[src/hdl/cfpalu_pkg.sv]
package cfpalu_pkg;

  // Fixed field widths and number format.
  localparam int DATA_W    = 16;
  localparam int FRAC_BITS = 12;
  localparam int TOL_W     = 15;
  localparam int PROD_W    = 2 * DATA_W;
  localparam int WIDE_W    = 2 * DATA_W + 1;
  localparam int QUO_W     = PROD_W + FRAC_BITS + 1;
  localparam int INT_LIM   = 2 ** (DATA_W - 1 - FRAC_BITS);

  localparam logic signed [DATA_W-1:0] S_MAX = {1'b0, {(DATA_W-1){1'b1}}};
  localparam logic signed [DATA_W-1:0] S_MIN = {1'b1, {(DATA_W-1){1'b0}}};
  localparam logic [WIDE_W-1:0] MAG_MAX    = (WIDE_W'(1) << (DATA_W - 1)) - WIDE_W'(1);
  localparam logic [WIDE_W-1:0] MAG_MIN    = WIDE_W'(1) << (DATA_W - 1);
  localparam logic [WIDE_W-1:0] ROUND_HALF = WIDE_W'(1) << (FRAC_BITS - 1);

  typedef enum logic [2:0] {
    OP_ADD  = 3'd0,
    OP_SUB  = 3'd1,
    OP_MUL  = 3'd2,
    OP_DIV  = 3'd3,
    OP_CONJ = 3'd4,
    OP_MAG  = 3'd5,
    OP_EQ   = 3'd6,
    OP_RSVD = 3'd7
  } opcode_t;

  typedef struct packed {
    opcode_t                  opcode;
    logic signed [DATA_W-1:0] a_real;
    logic signed [DATA_W-1:0] a_imag;
    logic signed [DATA_W-1:0] b_real;
    logic signed [DATA_W-1:0] b_imag;
  } in_item_t;

  typedef struct packed {
    logic signed [DATA_W-1:0] out_real;
    logic signed [DATA_W-1:0] out_imag;
    logic                     saturated;
    logic                     divide_by_zero;
    logic                     is_equal;
  } out_item_t;

  // One queue entry: the item plus what the front end worked out about it.
  typedef struct packed {
    in_item_t item;
    logic     is_div;
    logic     eq;
  } q_entry_t;

  typedef struct packed {
    logic                     sat;
    logic signed [DATA_W-1:0] val;
  } clip_t;

  // Magnitude of a wide signed value.
  function automatic logic [WIDE_W-1:0] abs_w(input logic signed [WIDE_W-1:0] x);
    return x[WIDE_W-1] ? WIDE_W'(-x) : WIDE_W'(x);
  endfunction

  // Clip a sign and magnitude pair to the signed data range.
  function automatic clip_t clip_sm(input logic neg, input logic [WIDE_W-1:0] mag);
    clip_t r;
    r.sat = 1'b0;
    if (!neg) begin
      if (mag > MAG_MAX) begin
        r.sat = 1'b1;
        r.val = S_MAX;
      end else begin
        r.val = mag[DATA_W-1:0];
      end
    end else begin
      if (mag > MAG_MIN) begin
        r.sat = 1'b1;
        r.val = S_MIN;
      end else begin
        r.val = DATA_W'(0) - mag[DATA_W-1:0];
      end
    end
    return r;
  endfunction

  function automatic clip_t clip_s(input logic signed [WIDE_W-1:0] x);
    return clip_sm(x[WIDE_W-1], abs_w(x));
  endfunction

  // Round a product sum half away from zero to FRAC_BITS, then clip.
  function automatic clip_t scale_sum(input logic signed [WIDE_W-1:0] x);
    logic [WIDE_W-1:0] m;
    m = (abs_w(x) + ROUND_HALF) >> FRAC_BITS;
    return clip_sm(x[WIDE_W-1], m);
  endfunction

endpackage

[src/hdl/cfpalu_queue.sv]
module cfpalu_queue
  import cfpalu_pkg::*;
#(
  parameter int DEPTH = 4
) (
  input  logic     clk,
  input  logic     rst_n,
  input  logic     push,
  input  q_entry_t push_data,
  input  logic     pop,
  output logic     full,
  output logic     head_vld,
  output q_entry_t head
);

  localparam int PTR_W = (DEPTH > 1) ? $clog2(DEPTH) : 1;
  localparam int CNT_W = $clog2(DEPTH + 1);

  q_entry_t          mem_r [DEPTH];
  logic [PTR_W-1:0]  wr_r, wr_nxt;
  logic [PTR_W-1:0]  rd_r, rd_nxt;
  logic [CNT_W-1:0]  cnt_r, cnt_nxt;

  // Pointer and fill count updates.
  always_comb begin
    wr_nxt  = wr_r;
    rd_nxt  = rd_r;
    cnt_nxt = cnt_r;
    if (push) begin
      wr_nxt = (wr_r == PTR_W'(DEPTH - 1)) ? '0 : wr_r + PTR_W'(1);
    end
    if (pop) begin
      rd_nxt = (rd_r == PTR_W'(DEPTH - 1)) ? '0 : rd_r + PTR_W'(1);
    end
    if (push && !pop) begin
      cnt_nxt = cnt_r + CNT_W'(1);
    end else if (pop && !push) begin
      cnt_nxt = cnt_r - CNT_W'(1);
    end
  end

  always_ff @(posedge clk) begin
    if (!rst_n) begin
      wr_r  <= '0;
      rd_r  <= '0;
      cnt_r <= '0;
    end else begin
      wr_r  <= wr_nxt;
      rd_r  <= rd_nxt;
      cnt_r <= cnt_nxt;
    end
  end

  // Entry storage.
  always_ff @(posedge clk) begin
    if (push) begin
      mem_r[wr_r] <= push_data;
    end
  end

  assign full     = (cnt_r == CNT_W'(DEPTH));
  assign head_vld = (cnt_r != '0);
  assign head     = mem_r[rd_r];

endmodule

[config.mk]
export PLATFORM = sky130hd
export DESIGN_NAME = cfpalu_queue
export DESIGN_NICKNAME = d
export VERILOG_FILES = /design/src/hdl/cfpalu_pkg.sv /design/src/hdl/cfpalu_queue.sv
export SDC_FILE = /design/constraint.sdc
export NUM_CORES = 1
export LEC_CHECK = 0
export BUFFER_PORTS_ARGS = -buffer_cell sky130_fd_sc_hd__buf_2
export CAP_MARGIN = 20
export CORE_ASPECT_RATIO = 1.5
export CORE_MARGIN = 2
export CORE_UTILIZATION = 31
export DETAILED_ROUTE_END_ITERATION = 7
export SYNTH_ARGS = -nofsm -noshare
export SYNTH_HDL_FRONTEND = slang
export SYNTH_SLANG_ARGS = --single-unit
[constraint.sdc]
create_clock -name clk -period 7.7 [get_ports clk]
set_input_delay 1.54 -clock clk [delete_from_list [all_inputs] [get_ports clk]]
set_output_delay 1.54 -clock clk [all_outputs]
set_load 0.02 [all_outputs]
# ---- Yosys cells after proc, flatten, opt, wreduce, memory -nomap -nowiden
# Memory sizes are Yosys's and may differ from the RTL's. A register that Yosys moved wholly into a read port is not among the register bits.
# Index checks and enable logic that the tools add are counted.
dict set report totals {
  reg_bits 7
  inputBits 73
  mem_bits_rw 276
  n_memories 1
}
dict set report op_classes {
  n_reduce_logical 6
  n_eq_ne 3
  addsub 4
  mux 8
}
# name words word_bits rd rd_clocked_by_memory_dff wr line
set memory_table {}
lappend memory_table {mem_r 4 69 1 1 1 cfpalu_queue.sv:19} ;# q_entry_t mem_r [DEPTH];
# op count
set ops {}
lappend ops {{2-bit 2-to-1 mux} 4}
lappend ops {{3-bit 2-to-1 mux} 2}
lappend ops {{2-bit by 1-bit adder with 2-bit output (second input constant)} 2}
lappend ops {{2-bit == test (second input constant)} 2}
lappend ops {{3-bit by 1-bit adder with 3-bit output (second input constant)} 1}
lappend ops {{3-bit == test (second input constant)} 1}
lappend ops {{3-bit nonzero test} 1}
lappend ops {{3-bit by 1-bit subtractor with 3-bit output (second input constant)} 1}
lappend ops {{1-bit logical AND} 2}
lappend ops {{1-bit logical NOT} 2}
lappend ops {{1-bit 2-to-1 mux} 2}
lappend ops {{2-bit nonzero test} 1}

# ---- Depth between registers and ports, before layout
# Gate-level depths: netlist of run 1.
dict set report logic_depth {
  word_depth 4
  mapped_depth 7
}

# ---- Worst setup path before layout of run 1
# Ideal clock, no wire load.
dict set report synth_path {
  path_type {input port to flip-flop}
  startpoint {in push}
  endpoint {mem mem_r[0][0] in the netlist's numbering, enable pin}
  path_stages 1
  path_slack_ns 4.108
  t_arrival_ns 3.158
  setup_ns 0.434
  path_cell_list {and2_1}
}
dict set report synth_between {
  elab_chain_cells 2
}
# item line
set synth_rtl {}
lappend synth_rtl {{start, declared} cfpalu_queue.sv:8} ;# input logic push,
lappend synth_rtl {{1-bit 2-to-1 mux} cfpalu_queue.sv:56} ;# if (push) begin
lappend synth_rtl {{1-bit 2-to-1 mux (implied by the code)} cfpalu_queue.sv:57} ;# mem_r[wr_r] <= push_data;
lappend synth_rtl {{end, declared} cfpalu_queue.sv:19}
# Every way passes these cells.

==> qor.txt, run 1 <==
Outcome -> finished, final reports clean
Largest net degree at the start of global routing -> 70
DR vias -> 4681
WP data required -> 6160 ps
Most frequent cells in the layout -> edfxtp_1 (276), buf_2 (143), mux4_2 (69), clkbuf_16 (29)
H-Tree Depth -> 1
Crit path arrival time -> 2910 ps
Syn Inst Count -> 405
Hold Vio Cnt, Final -> 0
Seq cells post-synth -> 285
Critical path type -> flop to output pin
Area contributors post-synth -> edfxtp_1 (79%), mux4_2 (15%), dfxtp_1 (1.7%)
CP bufs+invs -> 2
First-pass GRT wire length -> 30300 microns
CTS tree -> built
CP Cell Sequence -> buf_4 > mux4_2 > buf_2
Startpoint types -> flop
Drt wl/cell -> 19.3 microns
Cell Area, Synth -> 0.0104 sq mm
Final period util -> 0.577
RSZ-0062 raised after global routing -> no
Most common cell after layout, fill and taps aside -> edfxtp_1
Max Cap Viol -> 0
Fin. max-slew vios -> 0
R2r worst-path depth -> 3
Die H -> 229 microns
I/O pin cnt -> 144
Yosys warns -> 0
Clock-pin slew on the worst setup and hold paths -> 60 ps
Pre-antenna DRT Iters -> 4
Placed Cells incl. Taps -> 953
Setup crit end -> head[30]
Core Area -> 0.0332 sq mm
Via density per instance -> 4.63
Maximum clock frequency -> 0.225 GHz
Max incr delay on CP -> 850 ps
DRC Markers -> 0
Clk Tree Root Cell -> clkbuf_16
Worst vdd ir -> 0.163 mV
DIE WIDTH -> 154 microns
Vias in the first global route -> 5313
Register area share after synthesis -> 0.812
DR iter-0 viols -> 160
Reg-to-reg endpoint -> mem_r[3][55]$_DFFE_PP_
Initial Util -> 0.314
Power Dens Cells -> 278 mW/mm^2
Die ar. -> 0.0351 sq mm
Gr usage total -> 0.111
Slew headroom -> 0.333
Post-Syn Nets -> 485
Post-CTS resize count -> 0
Worst hold path class -> flop to flop
Grt ovf -> 0
Row cnt -> 82
Yosys top cell by area -> edfxtp_1
Critical R2R Launch -> wr_r[0]$_SDFFE_PN0P_
Clock skew -> 10.2 ps
CTS buffer count -> 28
# clock sinks -> 285
Post-Route Setup TNS -> 0 ps
Mean Syn Cell Area -> 25.7 sq um
Area grow syn2layout -> 21.2%
Setup bufs post-CTS -> 0
Hold path cells -> 2
GP Congestion -> 0.644
Hold buffer count at CTS -> 0
Post-route antenna net violation count -> 0
Antenna violations before repair -> 2
Yosys top cell area share -> 0.795
Final setup fails -> 0
CP top delay family -> buffers and inverters
Slew @ Worst Pin -> 1000 ps
Worst path slowest cell -> buf_4
Min Tclk post-route -> 4450 ps
Flop-to-flop setup slack -> 5900 ps
CP Capture Type -> output pin
Netlist cell types -> 23
Share of cells above drive strength 1 -> 0.447
Leak -> 4.21 nW
Critical Path Stages -> 3
Non-filler instance count after layout -> 1010
Final wirelength -> 19500 microns
Max clock buf depth -> 3
Crit Path Max Fanout -> 47
Clk Latency, worst-skew pair -> 540 ps
# port buffers -> 143
Nets@finish -> 648
## worst min-delay path by stage
stage | from | endpoint | slack, ps
after floorplan | cnt_r[2]$_SDFFE_PN0P_ | cnt_r[2]$_SDFFE_PN0P_ | 470
after global placement | cnt_r[2]$_SDFFE_PN0P_ | cnt_r[2]$_SDFFE_PN0P_ | 480
after detailed placement | cnt_r[2]$_SDFFE_PN0P_ | cnt_r[2]$_SDFFE_PN0P_ | 500
after CTS | cnt_r[2]$_SDFFE_PN0P_ | cnt_r[2]$_SDFFE_PN0P_ | 510
after global routing | cnt_r[2]$_SDFFE_PN0P_ | cnt_r[2]$_SDFFE_PN0P_ | 560
final | cnt_r[2]$_SDFFE_PN0P_ | cnt_r[2]$_SDFFE_PN0P_ | 500
## Yosys cell counts, drive strengths merged
cell type / count
clkbuf: 5
nor2b: 5
or3: 2
edfxtp: 276
ha: 6
o21a: 1
nor3: 1
a21boi: 1
xnor2: 1
nor3b: 1
inv: 4
and2: 5
nor2: 1
fa: 1
dfxtp: 9
mux2i: 4
buf: 11
mux4: 69
o21ai: 1
xor2: 1
## worst min-delay path: stages, from the launching register on
cell and delay (ps):
dfxtp_1 320, o21ai_0 60, a21boi_0 70
## where the power goes
| part | total (mW) | internal, mW | switching (mW) |
|---|---|---|---|
| logic | 0.320 | 0.134 | 0.186 |
| registers | 1.80 | 1.78 | 0.0279 |
| clock network | 1.40 | 0.852 | 0.543 |
## layer usage
metal	wire (microns)	share of wire	global-route usage	vias to the layer above
li1	-	-	-	2057
met4	368	0.019	0.0327	0
met3	1180	0.061	0.0296	23
met1	7550	0.39	0.126	2478
met5	0	0	0	-
met2	10400	0.53	0.204	123
## sequential cells by signal (all words and copies together) (netlist names), named ones only
signal / cells
cnt_r: 3
wr_r: 2
mem_r: 276
rd_r: 2
## through the flow
stage	worst slack [ps]	utilization	hold WS [ps]	instance area (sq um)	power [mW]
6_report	3250	0.380	500	12600	3.52
5_1_grt	2970	0.380	562	12600	3.66
3_3_place_gp	3680	0.348	480	11600	2.15
2_1_floorplan	4110	-	467	10400	2.04
4_1_cts	3070	0.376	508	12500	3.57
3_5_place_dp	3650	0.348	500	11600	2.16
## cells by family after synthesis
family | share of synthesized area
flip-flops | 0.812
multiplexers | 0.153
buffers and inverters | 0.0134
AND/OR/NAND/NOR | 0.00876
adder cells (fa/ha/maj) | 0.00912
AO/OA/AOI/OAI | 0.00192
XOR/XNOR | 0.00168
## final cells by class
| class | instances | area [sq um] |
|---|---|---|
| timing repair buffer | 149 | 846 |
| tap | 420 | 526 |
| fill | 3032 | 20600 |
| antenna | 2 | 5.00 |
| clock buffer | 36 | 752 |
| inverter | 4 | 15.0 |
| clock inverter | 14 | 193 |
| sequential | 285 | 8480 |
| multi-input combinational | 100 | 1830 |
Power figures use the tool's default switching activity.
==> run 2, diff against run 1 <==
--- a/config.mk
+++ b/config.mk
@@ -5,6 +5,7 @@
 export SDC_FILE = /design/constraint.sdc
 export NUM_CORES = 1
 export LEC_CHECK = 0
+export ABC_AREA = 1
 export BUFFER_PORTS_ARGS = -buffer_cell sky130_fd_sc_hd__buf_2
 export CAP_MARGIN = 20
 export CORE_ASPECT_RATIO = 1.5
==> constraint.sdc (replaced) <==
create_clock -name clk -period 3.6 [get_ports clk]
set_input_delay 0.72 -clock clk [delete_from_list [all_inputs] [get_ports clk]]
set_output_delay 0.72 -clock clk [all_outputs]
set_load 0.02 [all_outputs]
==> qor.txt, run 2 <==
Placed Cells incl. Taps -> 1264 (+33%)
Post-synth EDFFs -> 276 (unchanged)
Die H -> 232 microns (+1.3%)
Crit Path Max Fanout -> 45 (-4.3%)
Drt wl/cell -> 18.1 microns (-6.6%)
Synth cell count leaders -> edfxtp_1 (276), nor2_1 (147), o21ai_0 (89), o22ai_1 (69), o21ai_1 (52)
Worst path slowest cell -> dfxtp_4
Nets@finish -> 949 (+46%)
Post-route cell area -> 0.0127 sq mm (+0.38%)
DIE WIDTH -> 156 microns (+1.3%)
Hold buffer count at CTS -> 0 (unchanged)
Non-filler instance count after layout -> 1313 (+30%)
Antenna violations before repair -> 3 (+1)
Most used DFF post-synth -> edfxtp_1
R2r worst-path depth -> 5 (+2)
Clock skew -> 13.6 ps (+3.44 ps)
CTS buffer count -> 28 (unchanged)
Worst vdd ir -> 0.453 mV (+180%)
Filler cell count -> 3200 (+5.5%)
Final wirelength -> 23700 microns (+21%)
Critical R2R Launch -> wr_r[0]$_SDFFE_PN0P_
Post-Syn Nets -> 807 (+66%)
Post-CTS resize count -> 0 (unchanged)
Core Area -> 0.0342 sq mm (+2.8%)
Hold Path Sink -> mem_r[3][46]$_DFFE_PP_
H-Tree Depth -> 1 (unchanged)
Fin. max-slew vios -> 0 (unchanged)
Initial Util -> 0.313 (-0.000541)
Hold path cells -> 1 (-1)
Max Cap Viol -> 0 (unchanged)
Post-route antenna net violation count -> 0 (unchanged)
Row cnt -> 83 (+1.2%)
Max reg flops -> 276 (unchanged)
Seq cells post-synth -> 285 (unchanged)
Yosys top cell area share -> 0.775 (-0.0202)
Reg with most FFs -> mem_r
CP Capture Type -> output pin
Max incr delay on CP -> 470 ps (-380 ps)
# port buffers -> 143 (unchanged)
Die ar. -> 0.0360 sq mm (+2.5%)
Setup bufs post-CTS -> 0 (unchanged)
Pre-antenna DRT Iters -> 4 (unchanged)
Yosys top cell by area -> edfxtp_1
Via density per instance -> 4.84 (+4.4%)
Syn Inst Count -> 727 (+80%)
First-pass GRT wire length -> 36000 microns (+19%)
Final setup fails -> 0 (unchanged)
Area contributors post-synth -> edfxtp_1 (77%), nor2_1 (5.2%), o21ai_0 (4.2%)
Reg-to-reg endpoint -> mem_r[2][22]$_DFFE_PP_
Outcome -> finished, final reports clean
Vias in the first global route -> 6450 (+21%)
Leak -> 4.41 nW (+4.7%)
Area grow syn2layout -> 18.6%
Gr usage total -> 0.130 (+0.0194)
WP data required -> 2880 ps (-3280 ps)
Yosys warns -> 0 (unchanged)
Clock-pin slew on the worst setup and hold paths -> 60 ps (about the same)
Async SR Flop Fraction -> 0 (unchanged)
Most common cell after layout, fill and taps aside -> edfxtp_1
Area occupied by multi-input gates -> 0.00187 sq mm (+2.2%)
CP Cell Sequence -> inv_4 > buf_4 > nor2_1 > o22ai_1 > buf_2
Mean Syn Cell Area -> 14.7 sq um (-43%)
HP Start -> push_data[46]
Largest net degree at the start of global routing -> 101 (+44%)
DRC Markers -> 0 (unchanged)
Critical path type -> flop to output pin
Slew headroom -> 0.470 (+0.137)
Slew @ Worst Pin -> 795 ps (-205 ps)
Register area -> 0.00847 sq mm (about the same)
Min Tclk post-route -> 3140 ps
GP Congestion -> 0.692 (+7.5%)
Biggest regs -> mem_r x276, cnt_r x3
Crit path arrival time -> 2420 ps (-490 ps)
CTS tree -> built
Maximum clock frequency -> 0.318 GHz
Clk Latency, worst-skew pair -> 550 ps (about the same)
DR vias -> 6353 (+36%)
WHS -> 389 ps (-111 ps)
Final HPWL DP -> 13400 microns
I/O pin cnt -> 144 (unchanged)
Register area share after synthesis -> 0.792 (-0.0206)
Grt ovf -> 0 (unchanged)
Count leader, synth -> edfxtp_1
Cell Area, Placed -> 0.0118 sq mm (+2.4%)
Tot Pwr -> 7.34 mW (+110%)
# clock sinks -> 285 (unchanged)
Cell Area, Synth -> 0.0107 sq mm (+2.6%)
Clk Tree Root Cell -> clkbuf_16
Hold Vio Cnt, Final -> 0 (unchanged)
Startpoint types -> flop
Final period util -> 0.872
Post-Route Setup TNS -> 0 ps (unchanged)
Worst hold path class -> input port to flop
Flop-to-flop setup slack -> 1490 ps (-4410 ps)
Most frequent cells in the layout -> edfxtp_1 (276), nor2_1 (147), buf_2 (143), o21ai_0 (89), o22ai_1 (69)
Power Dens Cells -> 578 mW/mm^2 (+110%)
Netlist cell types -> 23 (unchanged)
Share of cells above drive strength 1 -> 0.223 (-0.224)
DR iter-0 viols -> 335 (+110%)
RSZ-0062 raised after global routing -> no
Max clock buf depth -> 3 (unchanged)
[run 2: cell count changes after synthesis, moves of 10 or more]
cell / change
o22ai_1: +69
buf_6: +10
mux4_2: -69
o21ai_0: +88
o21ai_1: +52
inv_1: +10
nor2_1: +146
[run 2: critical path: cells and delay by family, from the launching register on]
kind	cells	cell delay [ps]
buf+inv	3	1080
simple gates	1	80
compound gates	1	230
flops	1	470
[run 2: cell families after synthesis]
family                     synth area share
AOI/OAI and AO/OA                     0.108
and+or+nand+nor                      0.0572
DFF                                   0.792
adders and majority gates           0.00889
xor gates and xnor gates           0.000819
buffers and inverters                0.0338
[run 2: worst max path at each step]
stage / start / endpoint
after global routing: flop / head[2]
after floorplan: push / mem_r[3][0]$_DFFE_PP_
after global placement: flop / head[2]
final: flop / head[2]
after CTS: flop / head[2]
after detailed placement: flop / head[2]
[run 2: where the power goes]
group / total [mW] / leakage [nW] / internal (mW) / switching, mW
clock: 2.70 / 0.412 / 1.53 / 1.17
combinational: 0.794 / 1.39 / 0.243 / 0.551
sequential: 3.84 / 2.61 / 3.79 / 0.0517
[run 2: cell type report]
class	count	share of cell area
antenna	1	0.000197
inverter	16	0.00533
clock inverter	16	0.00838
timing repair buffer	156	0.0710
sequential	285	0.668
clock buffer	32	0.0581
tap	425	0.0419
multi-input combinational	382	0.147
[run 2: layer usage]
layer,GRT usage,vias up,part of all wire
met2,0.234,149,0.51
met5,0,-,0.0013
met3,0.0243,42,0.046
met1,0.154,3141,0.41
li1,-,3017,-
met4,0.0505,4,0.027
[run 2: per-stage QoR]
step                setup slack [ps]   util
floorplan                       1080      -
global placement                 976  0.347
detailed placement               952  0.347
CTS                              363  0.371
global route                     254  0.371
finish                           459  0.371
==> run 3, diff against run 2 <==
--- a/config.mk
+++ b/config.mk
@@ -8,10 +8,13 @@
 export ABC_AREA = 1
 export BUFFER_PORTS_ARGS = -buffer_cell sky130_fd_sc_hd__buf_2
 export CAP_MARGIN = 20
+export CELL_PAD_IN_SITES_DETAIL_PLACEMENT = 0
+export CELL_PAD_IN_SITES_GLOBAL_PLACEMENT = 1
 export CORE_ASPECT_RATIO = 1.5
 export CORE_MARGIN = 2
 export CORE_UTILIZATION = 31
 export DETAILED_ROUTE_END_ITERATION = 7
+export PLACE_DENSITY_LB_ADDON = 0.1
 export SYNTH_ARGS = -nofsm -noshare
 export SYNTH_HDL_FRONTEND = slang
 export SYNTH_SLANG_ARGS = --single-unit
==> qor.txt, run 3 (synthesis gave the netlist of run 2 again) <==
Maximum clock frequency -> 0.326 GHz (+2.5%)
Row cnt -> 83 (unchanged)
CTS buffer count -> 29 (+3.6%)
First-pass GRT wire length -> 40200 microns (+11%)
Post-CTS resize count -> 0 (unchanged)
DR iter-0 viols -> 313 (-6.6%)
Slew headroom -> 0.420 (-0.0498)
Max incr delay on CP -> 660 ps (+190 ps)
# port buffers -> 143 (unchanged)
DR vias -> 6430 (+1.2%)
Dpl ws -> 1050 ps (+92.6 ps)
Max clock buf depth -> 3 (unchanged)
Nets@finish -> 955 (+0.63%)
H-Tree Depth -> 1 (unchanged)
Fin. max-slew vios -> 0 (unchanged)
Drt wl/cell -> 20.4 microns (+13%)
Post-route antenna net violation count -> 0 (unchanged)
Most common cell after layout, fill and taps aside -> edfxtp_1
CTS tree -> built
Die H -> 232 microns (unchanged)
Max Cap Viol -> 0 (unchanged)
Final setup fails -> 0 (unchanged)
Power Dens Cells -> 575 mW/mm^2 (-0.63%)
RSZ-0062 raised after global routing -> no
Startpoint types -> flop
Initial Util -> 0.313 (unchanged)
Reg-to-reg endpoint -> mem_r[1][28]$_DFFE_PP_
Largest net degree at the start of global routing -> 139 (+38%)
Reg with most FFs -> mem_r
Via density per instance -> 4.89 (+1.1%)
Clock-pin slew on the worst setup and hold paths -> 60 ps (about the same)
Grt ovf -> 0 (unchanged)
R2r worst-path depth -> 5 (unchanged)
Share of cells above drive strength 1 -> 0.226 (+0.00287)
Core Area -> 0.0342 sq mm (unchanged)
Outcome -> finished, final reports clean
Critical path type -> flop to output pin
I/O pin cnt -> 144 (unchanged)
Biggest regs -> mem_r x276, cnt_r x3
Worst hold path class -> input port to flop
DIE WIDTH -> 156 microns (unchanged)
Vias in the first global route -> 6604 (+2.4%)
Gr usage total -> 0.147 (+0.0162)
Leak -> 4.40 nW (about the same)
Final HPWL DP -> 15600 microns (+17%)
Cell Area, Placed -> 0.0119 sq mm (+0.11%)
Setup bufs post-CTS -> 0 (unchanged)
Most frequent cells in the layout -> edfxtp_1 (276), nor2_1 (147), buf_2 (143), o21ai_0 (89), o22ai_1 (69)
Worst path slowest cell -> buf_4
Setup WS post-layout -> 537 ps (+77.5 ps)
Post-Route Setup TNS -> 0 ps (unchanged)
Crit Path Max Fanout -> 69 (+53%)
GP Congestion -> 0.706 (+2.0%)
Clk Latency, worst-skew pair -> 540 ps (about the same)
CP Cell Sequence -> buf_4 > o21ai_0 > o22ai_1 > buf_2
Setup crit end -> head[16]
Max reg flops -> 276 (unchanged)
Slew @ Worst Pin -> 868 ps (+73.6 ps)
Worst vdd ir -> 0.308 mV (-32%)
Final period util -> 0.851 (-0.0215)
Hold Vio Cnt, Final -> 0 (unchanged)
DRC Markers -> 0 (unchanged)
Crit path arrival time -> 2340 ps (-80 ps)
Pre-antenna DRT Iters -> 4 (unchanged)
WHS -> 392 ps (+2.91 ps)
Core Util, Final -> 0.370 (-0.00121)
Hold buffer count at CTS -> 0 (unchanged)
Post-route cell area -> 0.0126 sq mm (-0.33%)
Final wirelength -> 26800 microns (+13%)
Critical R2R Launch -> wr_r[1]$_SDFFE_PN0P_
Min Tclk post-route -> 3060 ps (-77.5 ps)
WP data required -> 2880 ps (about the same)
Die ar. -> 0.0360 sq mm (unchanged)
# clock sinks -> 285 (unchanged)
Clk Tree Root Cell -> clkbuf_16
Clock skew -> 8.19 ps (-5.46 ps)
Flop-to-flop setup slack -> 1450 ps (-40 ps)
Antenna violations before repair -> 3 (unchanged)
Area grow syn2layout -> 18.2%
CP Capture Type -> output pin
## run 3: final cells by class
type	count	area (sq um)
sequential	285	8470
clock buffer	37	756
antenna	1	2.50
fill	3224	21500
timing repair buffer	161	913
clock inverter	8	33.8
multi-input combinational	382	1870
inverter	16	67.6
tap	425	532
## run 3: critical path: cells and delay by family, from the launching register on
kind | cells | cell delay, ps
AOI/OAI and AO/OA | 2 | 570
buffers and inverters | 2 | 900
DFF | 1 | 330
## run 3: layer usage
layer  part of all wire  wire length, microns  track usage
met5             0.0010                    27            0
met4              0.015                   413       0.0427
met3              0.046                  1230       0.0251
met2               0.51                 13600        0.256
met1               0.43                 11600        0.187
## run 3: power breakdown
part | internal [mW] | total, mW | switching, mW | leakage, nW
Clock | 1.45 | 2.59 | 1.14 | 0.386
Sequential | 3.79 | 3.83 | 0.0358 | 2.61
Combinational | 0.245 | 0.844 | 0.599 | 1.41
Total | 5.49 | 7.27 | 1.78 | 4.40
## run 3: through the flow
step	cells	power (mW)
after floorplan	727	4.40
after global placement	1269	4.75
after detailed placement	1269	4.77
after CTS	1314	7.38
after global routing	1315	7.55
final	1315	7.27
## run 3: worst min path at each step
stage,slack [ps],cells past startpoint,endpoint,startpoint
detailed placement,540,2,flop,rd_r[0]$_SDFFE_PN0P_
CTS,360,1,mem_r[0][64]$_DFFE_PP_,push_data[64]
global placement,510,2,wr_r[1]$_SDFFE_PN0P_,wr_r[1]$_SDFFE_PN0P_
floorplan,490,2,wr_r[1]$_SDFFE_PN0P_,wr_r[1]$_SDFFE_PN0P_
global route,370,1,mem_r[0][18]$_DFFE_PP_,push_data[18]
finish,390,1,mem_r[2][55]$_DFFE_PP_,push_data[55]
