<file path="config.mk">
export PLATFORM = sky130hd
export DESIGN_NAME = cfpalu_front
export DESIGN_NICKNAME = d
export VERILOG_FILES = /design/src/hdl/cfpalu_pkg.sv /design/src/hdl/cfpalu_front.sv
export SDC_FILE = /design/constraint.sdc
export NUM_CORES = 1
export LEC_CHECK = 0
export ABC_CLOCK_PERIOD_IN_PS = 11100
export BUFFER_PORTS_ARGS = -buffer_cell sky130_fd_sc_hd__buf_2
export CORE_ASPECT_RATIO = 0.6
export CORE_MARGIN = 2
export CORE_UTILIZATION = 39
export CTS_BUF_LIST = sky130_fd_sc_hd__clkbuf_8
export DETAILED_ROUTE_END_ITERATION = 12
export PLACE_DENSITY_LB_ADDON = 0.05
export SYNTH_ARGS = -nofsm -noshare
export SYNTH_HDL_FRONTEND = slang
export SYNTH_SLANG_ARGS = --single-unit
</file>
<file path="constraint.sdc">
create_clock -name clk -period 11.1 [get_ports clk]
set_input_delay 0 -clock clk [delete_from_list [all_inputs] [get_ports clk]]
set_output_delay 0 -clock clk [all_outputs]
set_load 0.01 [all_outputs]
</file>
<file path="src/hdl/cfpalu_pkg.sv">
package cfpalu_pkg;

  // Fixed field widths and number format.
  localparam int DATA_W    = 16;
  localparam int FRAC_BITS = 12;
  localparam int TOL_W     = 15;
  localparam int PROD_W    = 2 * DATA_W;
  localparam int WIDE_W    = 2 * DATA_W + 1;
  localparam int QUO_W     = PROD_W + FRAC_BITS + 1;
  localparam int INT_LIM   = 2 ** (DATA_W - 1 - FRAC_BITS);

  localparam logic signed [DATA_W-1:0] S_MAX = {1'b0, {(DATA_W-1){1'b1}}};
  localparam logic signed [DATA_W-1:0] S_MIN = {1'b1, {(DATA_W-1){1'b0}}};
  localparam logic [WIDE_W-1:0] MAG_MAX    = (WIDE_W'(1) << (DATA_W - 1)) - WIDE_W'(1);
  localparam logic [WIDE_W-1:0] MAG_MIN    = WIDE_W'(1) << (DATA_W - 1);
  localparam logic [WIDE_W-1:0] ROUND_HALF = WIDE_W'(1) << (FRAC_BITS - 1);

  typedef enum logic [2:0] {
    OP_ADD  = 3'd0,
    OP_SUB  = 3'd1,
    OP_MUL  = 3'd2,
    OP_DIV  = 3'd3,
    OP_CONJ = 3'd4,
    OP_MAG  = 3'd5,
    OP_EQ   = 3'd6,
    OP_RSVD = 3'd7
  } opcode_t;

  typedef struct packed {
    opcode_t                  opcode;
    logic signed [DATA_W-1:0] a_real;
    logic signed [DATA_W-1:0] a_imag;
    logic signed [DATA_W-1:0] b_real;
    logic signed [DATA_W-1:0] b_imag;
  } in_item_t;

  typedef struct packed {
    logic signed [DATA_W-1:0] out_real;
    logic signed [DATA_W-1:0] out_imag;
    logic                     saturated;
    logic                     divide_by_zero;
    logic                     is_equal;
  } out_item_t;

  // One queue entry: the item plus what the front end worked out about it.
  typedef struct packed {
    in_item_t item;
    logic     is_div;
    logic     eq;
  } q_entry_t;

  typedef struct packed {
    logic                     sat;
    logic signed [DATA_W-1:0] val;
  } clip_t;

  // Magnitude of a wide signed value.
  function automatic logic [WIDE_W-1:0] abs_w(input logic signed [WIDE_W-1:0] x);
    return x[WIDE_W-1] ? WIDE_W'(-x) : WIDE_W'(x);
  endfunction

  // Clip a sign and magnitude pair to the signed data range.
  function automatic clip_t clip_sm(input logic neg, input logic [WIDE_W-1:0] mag);
    clip_t r;
    r.sat = 1'b0;
    if (!neg) begin
      if (mag > MAG_MAX) begin
        r.sat = 1'b1;
        r.val = S_MAX;
      end else begin
        r.val = mag[DATA_W-1:0];
      end
    end else begin
      if (mag > MAG_MIN) begin
        r.sat = 1'b1;
        r.val = S_MIN;
      end else begin
        r.val = DATA_W'(0) - mag[DATA_W-1:0];
      end
    end
    return r;
  endfunction

  function automatic clip_t clip_s(input logic signed [WIDE_W-1:0] x);
    return clip_sm(x[WIDE_W-1], abs_w(x));
  endfunction

  // Round a product sum half away from zero to FRAC_BITS, then clip.
  function automatic clip_t scale_sum(input logic signed [WIDE_W-1:0] x);
    logic [WIDE_W-1:0] m;
    m = (abs_w(x) + ROUND_HALF) >> FRAC_BITS;
    return clip_sm(x[WIDE_W-1], m);
  endfunction

endpackage

</file>
<file path="src/hdl/cfpalu_front.sv">
module cfpalu_front
  import cfpalu_pkg::*;
(
  input  logic             clk,
  input  logic             rst_n,
  input  logic             start,
  input  in_item_t         in_data,
  input  logic             cfg_valid,
  input  logic [TOL_W-1:0] cfg_data,
  input  logic             q_full,
  output logic             push,
  output q_entry_t         push_data
);

  logic [TOL_W-1:0]         tol_r;
  logic signed [DATA_W:0]   d_re;
  logic signed [DATA_W:0]   d_im;
  logic                     near;

  // Tolerance register; the port always takes a transfer.
  always_ff @(posedge clk) begin
    if (!rst_n) begin
      tol_r <= TOL_W'(1);
    end else if (cfg_valid) begin
      tol_r <= cfg_data;
    end
  end

  // Part differences against the tolerance for the equality opcode.
  always_comb begin
    d_re = (DATA_W+1)'(in_data.a_real) - (DATA_W+1)'(in_data.b_real);
    d_im = (DATA_W+1)'(in_data.a_imag) - (DATA_W+1)'(in_data.b_imag);
    near = (abs_w(WIDE_W'(d_re)) < WIDE_W'(tol_r)) &&
           (abs_w(WIDE_W'(d_im)) < WIDE_W'(tol_r));
  end

  // Classify the item and hand it to the queue.
  always_comb begin
    push             = start && !q_full;
    push_data.item   = in_data;
    push_data.is_div = (in_data.opcode == OP_DIV);
    push_data.eq     = (in_data.opcode == OP_EQ) && near;
  end

endmodule

</file>
After elaboration in Yosys (flattened, before gate mapping). Cells that the tools add are included.

Add/sub/neg operators: 4. $lt $le $gt $ge: 2. Equal/unequal tests: 2. Muxes and demuxes: 2. Reductions and logical operators: 4.

Operators by type and width (count): less-than comparator 33 x 15 -> 1 bit (2); 2-to-1 mux 33 bit (2); negator 17 -> 33 bit (2); subtractor 16 x 16 -> 17 bit (2); equality test 3 x 2 -> 1 bit (second input constant) (1); equality test 3 bit (second input constant) (1); logical AND 1 bit (3); logical NOT 1 bit (1).

Bits in registers: 15. Bits of input ports: 87. Output and inout port bits: 70.

Depth between registers and ports, before layout. Gate-level depths: netlist of run 1.

Depth in word-level cells: 6. Mapped depth: 22. Depth with buffers taken out: 21.

Worst setup path before layout of run 1. OpenSTA, ideal clock, no wires.

Path type: input-to-output. Start point: in in_data[32] in the netlist's numbering. End point: out push_data[0] in the netlist's numbering. Arrival time: 3.979 ns. Slack: 7.121 ns. Stages on the path: 22. Path through: inv_1 ha_1 fa_1 nand2b_1 a21oi_1 o21a_1 o21a_1 o21ai_0 a21oi_1 clkbuf_1 nor2_1 a21oi_1 ha_1 a21boi_0 o21a_1 o21a_1 o21ai_0 nand2b_1 a211oi_1 o21bai_1 a211o_1 a2111oi_2.

RTL lines: from (decl) (RTL line cfpalu_front.sv:7) `input in_item_t in_data,`; to (decl) (RTL line cfpalu_front.sv:12) `output q_entry_t push_data`.

==> flow_summary_export.csv, run 1 <==
group,metric,value,unit
run_status,status,"completed",
clocking,clk-insertion-delay-late,0.26,ns
synthesis,yosysTopAreaCellShare,18.6,%
placement,dpl-instance-area,4600,sq um
power,p_sw,197,uW
clocking,cts_buffers,3,
detailed_routing,wl,9.74,mm
power,combPwrFrac,74.7,%
clocking,cts.sinks,15,
detailed_routing,drtIter0Drc,207,
floorplanning,core_area,10500,sq um
detailed_routing,routedWlPerCell,12.5,um
floorplanning,ios,157,
sta,slew_headroom,60.5,%
sta,post-route-min-period,4.52,ns
cells_and_area,drive_above_1_share,29.6,%
sta,worst_hold_slack,0.00449,ns
cells_and_area,largest_register,"tol_r",
cells_and_area,n_fill_cell,1102,
flow_run,drv_cap,0,
floorplanning,rows,29,
synthesis,ys_seq_area_share,7.19,%
critical_path,required,11.10,ns
synthesis,yosys.area.top_type,"ha_1",
power,intPower,227,uW
critical_path,path_class,"input pin to primary output",
clocking,cts_resized,0,
critical_path,crit_arrival,4.52,ns
synthesis,synth_compound_area_share,22.5,%
cells_and_area,syn2layout_area_growth,13.1,%
synthesis,ys_dominant_reg_cell,"dfxtp_1",
synthesis,synth_top_family_by_area,"compound AO/OA/AOI/OAI gates",
hold_path,hp-class,"input pin to flop",
floorplanning,dieArea,11600,sq um
sta,hold_viol,0,
cells_and_area,final_nets,794,
cells_and_area,reg_top3,"tol_r (15)",
power,clockPowerShare,11.4,%
critical_path,worstReg2RegEnd,"tol_r[5]$_SDFFE_PN0P_",
critical_path,endpoint,"push_data[0]",
global_routing,antenna_found_initial,0,
critical_path,reg2reg_setup_slack,10.44,ns
synthesis,syn_nets,698,
critical_path,cp_max_fo,5,
power,power,424,uW
critical_path,worstSetupStartpointType,"input pin",
global_routing,grt_pass1_vias,3402,
synthesis,netlist_instances,547,
synthesis,synthMuxAreaShare,3.59,%
synthesis,yosysWarningCount,0,
synthesis,synth_xor_area_share,9.97,%
clocking,root_buffer,"clkbuf_8",
clocking,htree_levels,1,
clocking,cts_tree,"built",
global_routing,overflow,0,
synthesis,synth-edff-count,0,
global_routing,grt_max_degree,18,
global_routing,grt_usage,16.5,%
synthesis,syn_avg_cell_area,7.64,sq um
synthesis,synth_simple_gate_area_share,19.3,%
critical_path,crit_path_max_incr_delay,0.46,ns
cells_and_area,largest_register_ffs,15,
floorplanning,start_util,39.9,%
critical_path,r2r_start,"tol_r[5]$_SDFFE_PN0P_",
synthesis,ys_seq_elements,15,
floorplanning,die_y,84.2,um
placement,portBuffers,156,
critical_path,cp-startpoint,"in_data[16]",
placement,dpl.hpwl,8.48,mm
cells_and_area,antenna_cells,0,
power,vdd_drop_max,0.0472,mV
sta,setup_viol,0,
critical_path,crit_chain,"buf_2 -> ha_1 -> fa_1 -> nand2b_1 -> a21o_1 -> a311oi_1 -> and2_4 -> nand3_1 -> nor4_1 -> and3b_1 -> a31o_2 -> xnor2_1 -> ha_1 -> nor4b_1 -> nand2_1 -> a221oi_1 -> o21ai_0 -> a211o_1 -> a2111oi_2 -> buf_2",
detailed_routing,drc,0,
global_routing,grt_pass1_wl,15.9,mm
sta,setup_tns,0,ns
power,seqPwrFrac,13.9,%
sta,max_freq,0.221,GHz
hold_path,min_from,"cfg_data[13]",
synthesis,synth.distinct_cells,67,
cells_and_area,fin_area,4730,sq um
critical_path,cpMaxStageDelayCell,"a311oi_1",
sta,finClkSkew,0,ns
sta,post-route-period-util,40.7,%
sta,slew_violations,0,
sta,worst_pin_slew,0.589,ns
floorplanning,die_x,138,um
placement,place_congestion,0.846,
detailed_routing,firstDrtPassIters,4,
power,power.density,89.8,nW/um^2
power,swShare,46.5,%
clocking,clk_pin_slew_worst_paths,0.07,ns
synthesis,synth-adder-area-share,19.5,%
detailed_routing,vias,3879,
power,p_leak,2.37,nW
synthesis,ys_top_cells_by_area,"ha_1 (19%), buf_4 (12%), dfxtp_1 (7.2%)",
critical_path,end_kind,"primary output",
critical_path,reg2reg_depth,2,
detailed_routing,routed_via_density,4.97,
synthesis,async_flop_share,0,%
synthesis,syn_area,4180,sq um
detailed_routing,detail-route-antenna-nets,0,
clocking,clk_path_buf_depth,2,
sta,rsz0062_at_grt,"false",
-- through the flow --
step | setup WS (ns) | std cells | utilization (%)
final | 6.58 | 781 | 45.1
after global routing | 6.17 | 781 | 45.1
after CTS | 6.55 | 781 | 45.1
after detailed placement | 6.56 | 769 | 43.9
after global placement | 6.60 | 769 | 43.9
after floorplan | 7.12 | 547 | -
-- routing by layer --
layer | vias up | track usage [%] | wire, um
met5 | - | 0 | 0
met4 | 0 | 0.281 | 0
met3 | 0 | 3.26 | 662
met2 | 117 | 23.3 | 3500
met1 | 1711 | 26.6 | 5580
li1 | 2051 | - | -
-- cells in the final DEF, fill, tap and decap left out, types with 4 or more instances in the layout --
| cell | n |
|---|---|
| xor2_1 | 15 |
| nand3_1 | 10 |
| mux2i_1 | 15 |
| a31oi_1 | 7 |
| dfxtp_1 | 15 |
| dlygate4sd3_1 | 8 |
| a21oi_1 | 25 |
| nand2b_1 | 8 |
| xnor2_1 | 27 |
| a21o_1 | 12 |
| o21bai_1 | 4 |
| o21a_1 | 10 |
| nor2b_1 | 24 |
| o211ai_1 | 4 |
| a21boi_0 | 4 |
| ha_1 | 62 |
| o21ai_0 | 17 |
| nand2_1 | 20 |
| or2_2 | 6 |
| nor3_1 | 12 |
| inv_1 | 56 |
| buf_2 | 156 |
| o2111ai_1 | 4 |
| nor2_1 | 43 |
| o21ai_1 | 4 |
| a211oi_1 | 7 |
-- power by group through the flow --
stage,registers [mW],logic [mW],clock network (mW)
3_5_place_dp,0.0603,0.314,0
2_1_floorplan,0.0594,0.253,0
4_1_cts,0.0590,0.319,0.0515
5_1_grt,0.0595,0.364,0.0537
6_report,0.0590,0.317,0.0485
3_3_place_gp,0.0600,0.309,0
-- final cells by class --
cell class	instances	area (sq um)	share of cell area (%)
multi-input combinational	402	3130	66.2
sequential	15	300	6.35
timing repair buffer	165	868	18.4
tap	139	174	3.68
clock inverter	1	5.00	0.106
clock buffer	3	41.3	0.873
inverter	56	210	4.45
-- what timing repair did --
item / 4_1_cts / 5_1_grt
endpoints found under the hold margin: 8 / 0
buffers inserted: 0 / 0
hold buffers: 8 / 0
-- cells in the mapped netlist (3+ instances only) --
| cell type | n |
|---|---|
| o21ai_0 | 17 |
| xnor2_1 | 27 |
| nand4_1 | 3 |
| o21a_1 | 10 |
| or2_2 | 6 |
| ha_1 | 62 |
| nor2_1 | 43 |
| and3_1 | 3 |
| a31oi_1 | 7 |
| o21bai_1 | 4 |
| buf_4 | 68 |
| inv_1 | 56 |
| mux2i_1 | 15 |
| nand2b_1 | 8 |
| o211ai_1 | 4 |
| a21oi_1 | 25 |
| nor4_1 | 3 |
| nor2b_1 | 24 |
| a21boi_0 | 4 |
| nand2_1 | 20 |
| xor2_1 | 15 |
| o2111ai_1 | 4 |
| nand3_1 | 10 |
| a2111oi_0 | 3 |
| nor3_1 | 12 |
| xnor2_2 | 3 |
| a2111oi_2 | 3 |
| o21ai_1 | 4 |
| dfxtp_1 | 15 |
| clkbuf_1 | 5 |
| a21o_1 | 12 |
| a211oi_1 | 7 |
-- critical path, delay by kind of cell --
family | cells | cell delay, ns
buf+inv | 2 | 0.30
xor+xnor | 1 | 0.07
simple gates | 7 | 1.50
fa+ha+maj | 3 | 0.83
compound gates | 7 | 1.81
-- cells by family after synthesis --
family / Yosys count
AO/OA/AOI/OAI: 129
XOR/XNOR: 45
multiplexers: 15
buffers and inverters: 130
flip-flops: 15
adder cells (fa/ha/maj): 64
AND/OR/NAND/NOR: 149
-- worst min path at each step --
stage | end | slack [ns] | cells past startpoint
after detailed placement | push_data[13] | 0.20 | 2
after floorplan | push | 0.05 | 1
after global placement | push_data[24] | 0.20 | 2
after CTS | tol_r[13]$_SDFFE_PN0P_ | 0.003 | 3
after global routing | tol_r[7]$_SDFFE_PN0P_ | 0.02 | 3
final | tol_r[13]$_SDFFE_PN0P_ | 0.004 | 3
No activity file was read; power rests on OpenSTA's default activity.
==> inputs of run 2 (changes only) <==
--- a/config.mk
+++ b/config.mk
@@ -5,7 +5,7 @@
 export SDC_FILE = /design/constraint.sdc
 export NUM_CORES = 1
 export LEC_CHECK = 0
-export ABC_CLOCK_PERIOD_IN_PS = 11100
+export ABC_CLOCK_PERIOD_IN_PS = 4250
 export BUFFER_PORTS_ARGS = -buffer_cell sky130_fd_sc_hd__buf_2
 export CORE_ASPECT_RATIO = 0.6
 export CORE_MARGIN = 2
==> constraint.sdc (replaced) <==
create_clock -name clk -period 4.25 [get_ports clk]
set_input_delay 0 -clock clk [delete_from_list [all_inputs] [get_ports clk]]
set_output_delay 0 -clock clk [all_outputs]
set_load 0.01 [all_outputs]
==> run 2 against run 1 <==
Against the previous run: the flow now finishes with violations (negative hold slack); register-to-register slack got worse by 6.9 ns; die area unchanged; total power increased to 2.8 times the previous value; non-clock buffer count increased by 25; design area increased by 6.6%; worst setup slack got worse by 6.4 ns; critical endpoint unchanged; largest power group unchanged.
==> flow_summary_export.csv, run 2 (synthesis results as in run 1) <==
group,metric,value,unit
sta,slew_violations,0,
floorplanning,rows,29,
cells_and_area,drive_above_1_share,35.7,%
critical_path,crit_chain,"buf_2 -> inv_1 -> ha_1 -> a2111oi_4 -> a211oi_2 -> a211o_2 -> a21oi_2 -> o21ai_1 -> o21a_2 -> buf_4 -> nor2_1 -> xnor2_1 -> ha_1 -> nor2b_1 -> o21ai_0 -> a21oi_1 -> o21ai_0 -> a21oi_1 -> a211o_1 -> a2111oi_4 -> buf_2",
detailed_routing,routedWlPerCell,12.5,um
clocking,clk-insertion-delay-late,0.26,ns
cells_and_area,antenna_cells,0,
placement,dpl.hpwl,8.66,mm
clocking,cts_tree,"built",
floorplanning,core_area,10500,sq um
detailed_routing,drtIter0Drc,181,
hold_path,hp-class,"input pin to flop",
critical_path,cp_max_fo,4,
clocking,cts.sinks,15,
placement,place_congestion,0.840,
global_routing,grt_pass1_vias,3353,
critical_path,worstSetupStartpointType,"input pin",
clocking,root_buffer,"clkbuf_8",
floorplanning,start_util,39.9,%
global_routing,grt_max_degree,16,
power,vdd_drop_max,0.139,mV
clocking,clk_path_buf_depth,2,
cells_and_area,syn2layout_area_growth,20.6,%
critical_path,crit_arrival,4.04,ns
detailed_routing,routed_via_density,4.95,
clocking,htree_levels,1,
detailed_routing,firstDrtPassIters,4,
detailed_routing,drc,0,
sta,max_freq,0.247,GHz
critical_path,critPathTopFamily,"compound AO/OA/AOI/OAI gates",
critical_path,r2r_start,"tol_r[14]$_SDFFE_PN0P_",
sta,finClkSkew,0,ns
cells_and_area,final_core_util,48.1,%
run_status,violations,"negative hold slack",
sta,layout_setup_ws,0.206,ns
critical_path,end_kind,"primary output",
floorplanning,dieArea,11600,sq um
cells_and_area,mostFrequentLayoutCells,"buf_2 (156), ha_1 (60), inv_1 (56)",
critical_path,path_class,"input pin to primary output",
hold_path,whs_path_depth,3,
sta,setup_tns,0,ns
sta,slew_headroom,64.7,%
critical_path,reg2reg_setup_slack,3.56,ns
sta,setup_viol,0,
global_routing,grt_usage,16.7,%
placement,pre_cts_ws,-0.0769,ns
cells_and_area,n_fill_cell,1088,
placement,portBuffers,156,
sta,worst_pin_slew,0.517,ns
global_routing,grt_pass1_wl,16.0,mm
floorplanning,ios,157,
critical_path,cpMaxStageDelayCell,"a2111oi_4",
global_routing,overflow,0,
detailed_routing,vias,3989,
cells_and_area,layout_commonest_cell,"buf_2",
sta,post-route-period-util,95.2,%
hold_path,holdPathEnd,"tol_r[12]$_SDFFE_PN0P_",
floorplanning,die_y,84.2,um
power,power.density,239,nW/um^2
detailed_routing,wl,10.1,mm
critical_path,required,4.25,ns
cells_and_area,largest_register,"tol_r",
critical_path,worst-path-buf-inv,4,
cells_and_area,reg_top3,"tol_r (15)",
clocking,clk_pin_slew_worst_paths,0.07,ns
critical_path,worstReg2RegEnd,"tol_r[14]$_SDFFE_PN0P_",
sta,hold_viol,1,
critical_path,crit_path_max_incr_delay,0.45,ns
cells_and_area,final_nets,819,
hold_path,min_from,"cfg_data[12]",
sta,worst_hold_slack,-0.0000615,ns
power,p_leak,2.50,nW
floorplanning,die_x,138,um
critical_path,reg2reg_depth,2,
detailed_routing,detail-route-antenna-nets,0,
sta,post-route-min-period,4.04,ns
flow_run,drv_cap,0,
run_status,status,"finished, violations left",
cells_and_area,largest_register_ffs,15,
clocking,cts_buffers,3,
global_routing,antenna_found_initial,0,
[run 2: area by class of cell]
class                   instances  area [sq um]  share of cell area, %
multi-input cells             402          3260                   64.7
well taps                     139           174                   3.45
clock buffers                   3          41.3                  0.819
repair buffers                190          1050                   20.8
inverters                      56           210                   4.17
flip-flops and latches         15           300                   5.96
clock inverters                 1          5.00                 0.0993
[run 2: how the worst max path moves through the flow]
stage               slack (ns)      endpoint  cells after the start   startpoint
floorplan                 0.27  push_data[0]                     22  in_data[32]
global placement         -0.05  push_data[0]                     20  in_data[16]
detailed placement       -0.08  push_data[0]                     20  in_data[16]
CTS                       0.02  push_data[0]                     20  in_data[16]
global route             -0.04  push_data[0]                     21   in_data[0]
finish                    0.21  push_data[0]                     21  in_data[23]
[run 2: repair_timing]
item                       in CTS  in global routing
hold endpoints to repair        6                  0
resized for setup               2                 26
hold buffers                    6                  0
setup buffers                   0                  3
pin swaps                       0                 12
setup endpoints to repair       1                  1
[run 2: power by group]
group / switching, mW / internal (mW) / total [mW]
clock network: 0.0631 / 0.0654 / 0.129
logic: 0.486 / 0.438 / 0.924
registers: 0.00514 / 0.149 / 0.154
total: 0.554 / 0.652 / 1.21
[run 2: routing by layer]
metal | vias up | track usage, % | wire, um
met4 | 0 | 0 | 0
met2 | 128 | 21.8 | 3610
met5 | - | 0 | 0
met3 | 0 | 3.02 | 670
li1 | 2101 | - | -
met1 | 1760 | 28.7 | 5790
[run 2: stage by stage]
stage / cells / hold WS [ns] / cell area [sq um] / total power [mW]
4_1_cts: 803 / 0.00112 / 4890 / 1.16
2_1_floorplan: 547 / 0.0464 / 4180 / 0.817
6_report: 806 / -0.0000615 / 5040 / 1.21
5_1_grt: 806 / 0.0281 / 5040 / 1.34
3_5_place_dp: 793 / 0.198 / 4780 / 1.02
3_3_place_gp: 793 / 0.197 / 4780 / 1.01
[run 2: worst register-to-register path, stage by stage (launching register included)]
cell and delay (ns):
dfxtp_1 0.42, mux2i_1 0.10, nor2b_1 0.12
==> inputs of run 3 (changes only) <==
--- a/config.mk
+++ b/config.mk
@@ -10,7 +10,7 @@
 export CORE_ASPECT_RATIO = 0.6
 export CORE_MARGIN = 2
 export CORE_UTILIZATION = 39
-export CTS_BUF_LIST = sky130_fd_sc_hd__clkbuf_8
+export CTS_BUF_LIST = sky130_fd_sc_hd__clkbuf_4 sky130_fd_sc_hd__clkbuf_8 sky130_fd_sc_hd__clkbuf_16
 export DETAILED_ROUTE_END_ITERATION = 12
 export PLACE_DENSITY_LB_ADDON = 0.05
 export SYNTH_ARGS = -nofsm -noshare
==> run 3 against run 2 <==
Against the previous run: the flow now finishes without violations; combinational power fell by 0.4%; wire length fell by 0.54%; worst setup slack gained 0.0039 ns; critical endpoint unchanged.
==> flow_summary_export.csv, run 3 (synthesis results as in run 1) <==
group,metric,value,unit
critical_path,cp_max_fo,6,
power,vdd_drop_max,0.141,mV
cells_and_area,largest_register_ffs,15,
global_routing,grt_max_degree,16,
cells_and_area,antenna_cells,0,
placement,portBuffers,156,
cells_and_area,mostFrequentLayoutCells,"buf_2 (156), ha_1 (60), inv_1 (56)",
floorplanning,rows,29,
detailed_routing,drc,0,
critical_path,path_class,"input pin to primary output",
floorplanning,core_area,10500,sq um
floorplanning,ios,157,
sta,post-route-min-period,4.04,ns
sta,finClkSkew,0,ns
critical_path,required,4.25,ns
global_routing,grt_pass1_vias,3344,
global_routing,grt_pass1_wl,15.9,mm
sta,post-route-period-util,95.1,%
clocking,root_buffer,"clkbuf_16",
clocking,clk_pin_slew_worst_paths,0.05,ns
detailed_routing,routedWlPerCell,12.5,um
power,power.density,251,nW/um^2
hold_path,whs_path_depth,3,
cells_and_area,seqCellArea,300,sq um
cells_and_area,largest_register,"tol_r",
floorplanning,die_x,138,um
cells_and_area,final_core_util,48.1,%
flow_run,drv_cap,0,
sta,worst_pin_slew,0.516,ns
critical_path,cp-startpoint,"in_data[18]",
global_routing,antenna_found_initial,0,
run_status,status,"completed",
clocking,clk-insertion-delay-late,0.25,ns
global_routing,grt_usage,16.7,%
placement,place_congestion,0.840,
clocking,clk_path_buf_depth,2,
power,p_leak,2.51,nW
clocking,cts.sinks,15,
sta,slew_headroom,64.7,%
cells_and_area,n_fill_cell,1084,
cells_and_area,reg_top3,"tol_r (15)",
cells_and_area,final_nets,816,
hold_path,hp-class,"input pin to flop",
placement,dpl.hpwl,8.66,mm
critical_path,end_kind,"primary output",
cells_and_area,drive_above_1_share,35.8,%
critical_path,worstSetupStartpointType,"input pin",
floorplanning,dieArea,11600,sq um
clocking,cts_buffers,3,
detailed_routing,routed_via_density,4.93,
clocking,htree_levels,1,
detailed_routing,detail-route-antenna-nets,0,
sta,hold_viol,0,
detailed_routing,drtIter0Drc,202,
cells_and_area,syn2layout_area_growth,20.7,%
sta,max_freq,0.248,GHz
cells_and_area,multi_input_area,3260,sq um
clocking,cts_tree,"built",
sta,setup_viol,0,
critical_path,crit_arrival,4.04,ns
critical_path,reg2reg_depth,2,
power,power,1.27,mW
sta,slew_violations,0,
floorplanning,die_y,84.2,um
floorplanning,start_util,39.9,%
detailed_routing,firstDrtPassIters,4,
hold_path,min_from,"cfg_data[13]",
detailed_routing,vias,3955,
cells_and_area,layout_commonest_cell,"buf_2",
critical_path,r2r_start,"tol_r[14]$_SDFFE_PN0P_",
detailed_routing,wl,10.0,mm
global_routing,overflow,0,
run 3: cell count changes in the layout (fill, tap and decap cells not counted):
cell,delta
clkbuf_16,+3
clkbuf_8,-3
dlygate4sd3_1,-3
run 3: layer usage:
metal	routed length [um]	vias to the layer above	part of all wire [%]	global-route usage [%]
li1	-	2101	-	-
met1	5750	1737	57	28.6
met2	3580	117	36	21.7
met3	680	0	6.8	3.08
met4	0	0	0	0.281
met5	0	-	0	0
run 3: layout make-up:
cell class                      count  share of cell area (%)
Multi-Input combinational cell    402                    64.6
Timing Repair Buffer              187                    20.2
Sequential cell                    15                    5.95
Inverter                           56                    4.17
Tap cell                          139                    3.45
Clock buffer                        3                    1.49
Clock inverter                      1                  0.0992
run 3: worst paths after layout:
| check | endpoint | slack, ns |
|---|---|---|
| setup / recovery | push_data[0] | 0.21 |
| hold / removal | tol_r[13]$_SDFFE_PN0P_ | 0.005 |
| setup reg to reg | tol_r[14]$_SDFFE_PN0P_ | 3.55 |
| hold reg to reg | tol_r[12]$_SDFFE_PN0P_ | 0.52 |
run 3: critical path: stages:
cell	delay, ns
buf_2	0.08
inv_1	0.04
ha_1	0.26
nor2_1	0.27
a21o_1	0.29
a211oi_2	0.12
a211o_2	0.35
a21oi_2	0.16
o21ai_1	0.12
o21a_2	0.25
buf_4	0.15
nor2_1	0.10
xnor2_1	0.15
ha_1	0.26
nor2b_1	0.12
o21ai_0	0.16
a21oi_1	0.10
o21ai_0	0.21
a21oi_1	0.09
a211o_1	0.33
a2111oi_4	0.22
buf_2	0.19
run 3: power by group:
part	total, mW	leakage [nW]	internal (mW)	switching [mW]
Clock	0.193	0.0409	0.126	0.0669
Sequential	0.154	0.124	0.149	0.00518
Combinational	0.920	2.34	0.436	0.484
Total	1.27	2.51	0.711	0.556
run 3: timing repair:
item                       4_1_cts  5_1_grt
gates resized for setup          2       26
pin swaps                        0       12
buffers inserted                 0        3
hold buffers                     3        0
setup endpoints to repair        1        1
hold endpoints to repair         3        0
run 3: metrics by stage:
step / std cells / setup TNS [ns] / setup slack, ns / hold slack (ns) / cell area, sq um
floorplan: 547 / 0 / 0.271 / 0.0464 / 4180
global placement: 793 / -0.0545 / -0.0545 / 0.197 / 4780
detailed placement: 793 / -0.0769 / -0.0769 / 0.198 / 4780
CTS: 800 / 0 / 0.0214 / 0.00624 / 4900
global route: 803 / -0.0353 / -0.0353 / 0.0211 / 5040
finish: 803 / 0 / 0.210 / 0.00484 / 5040
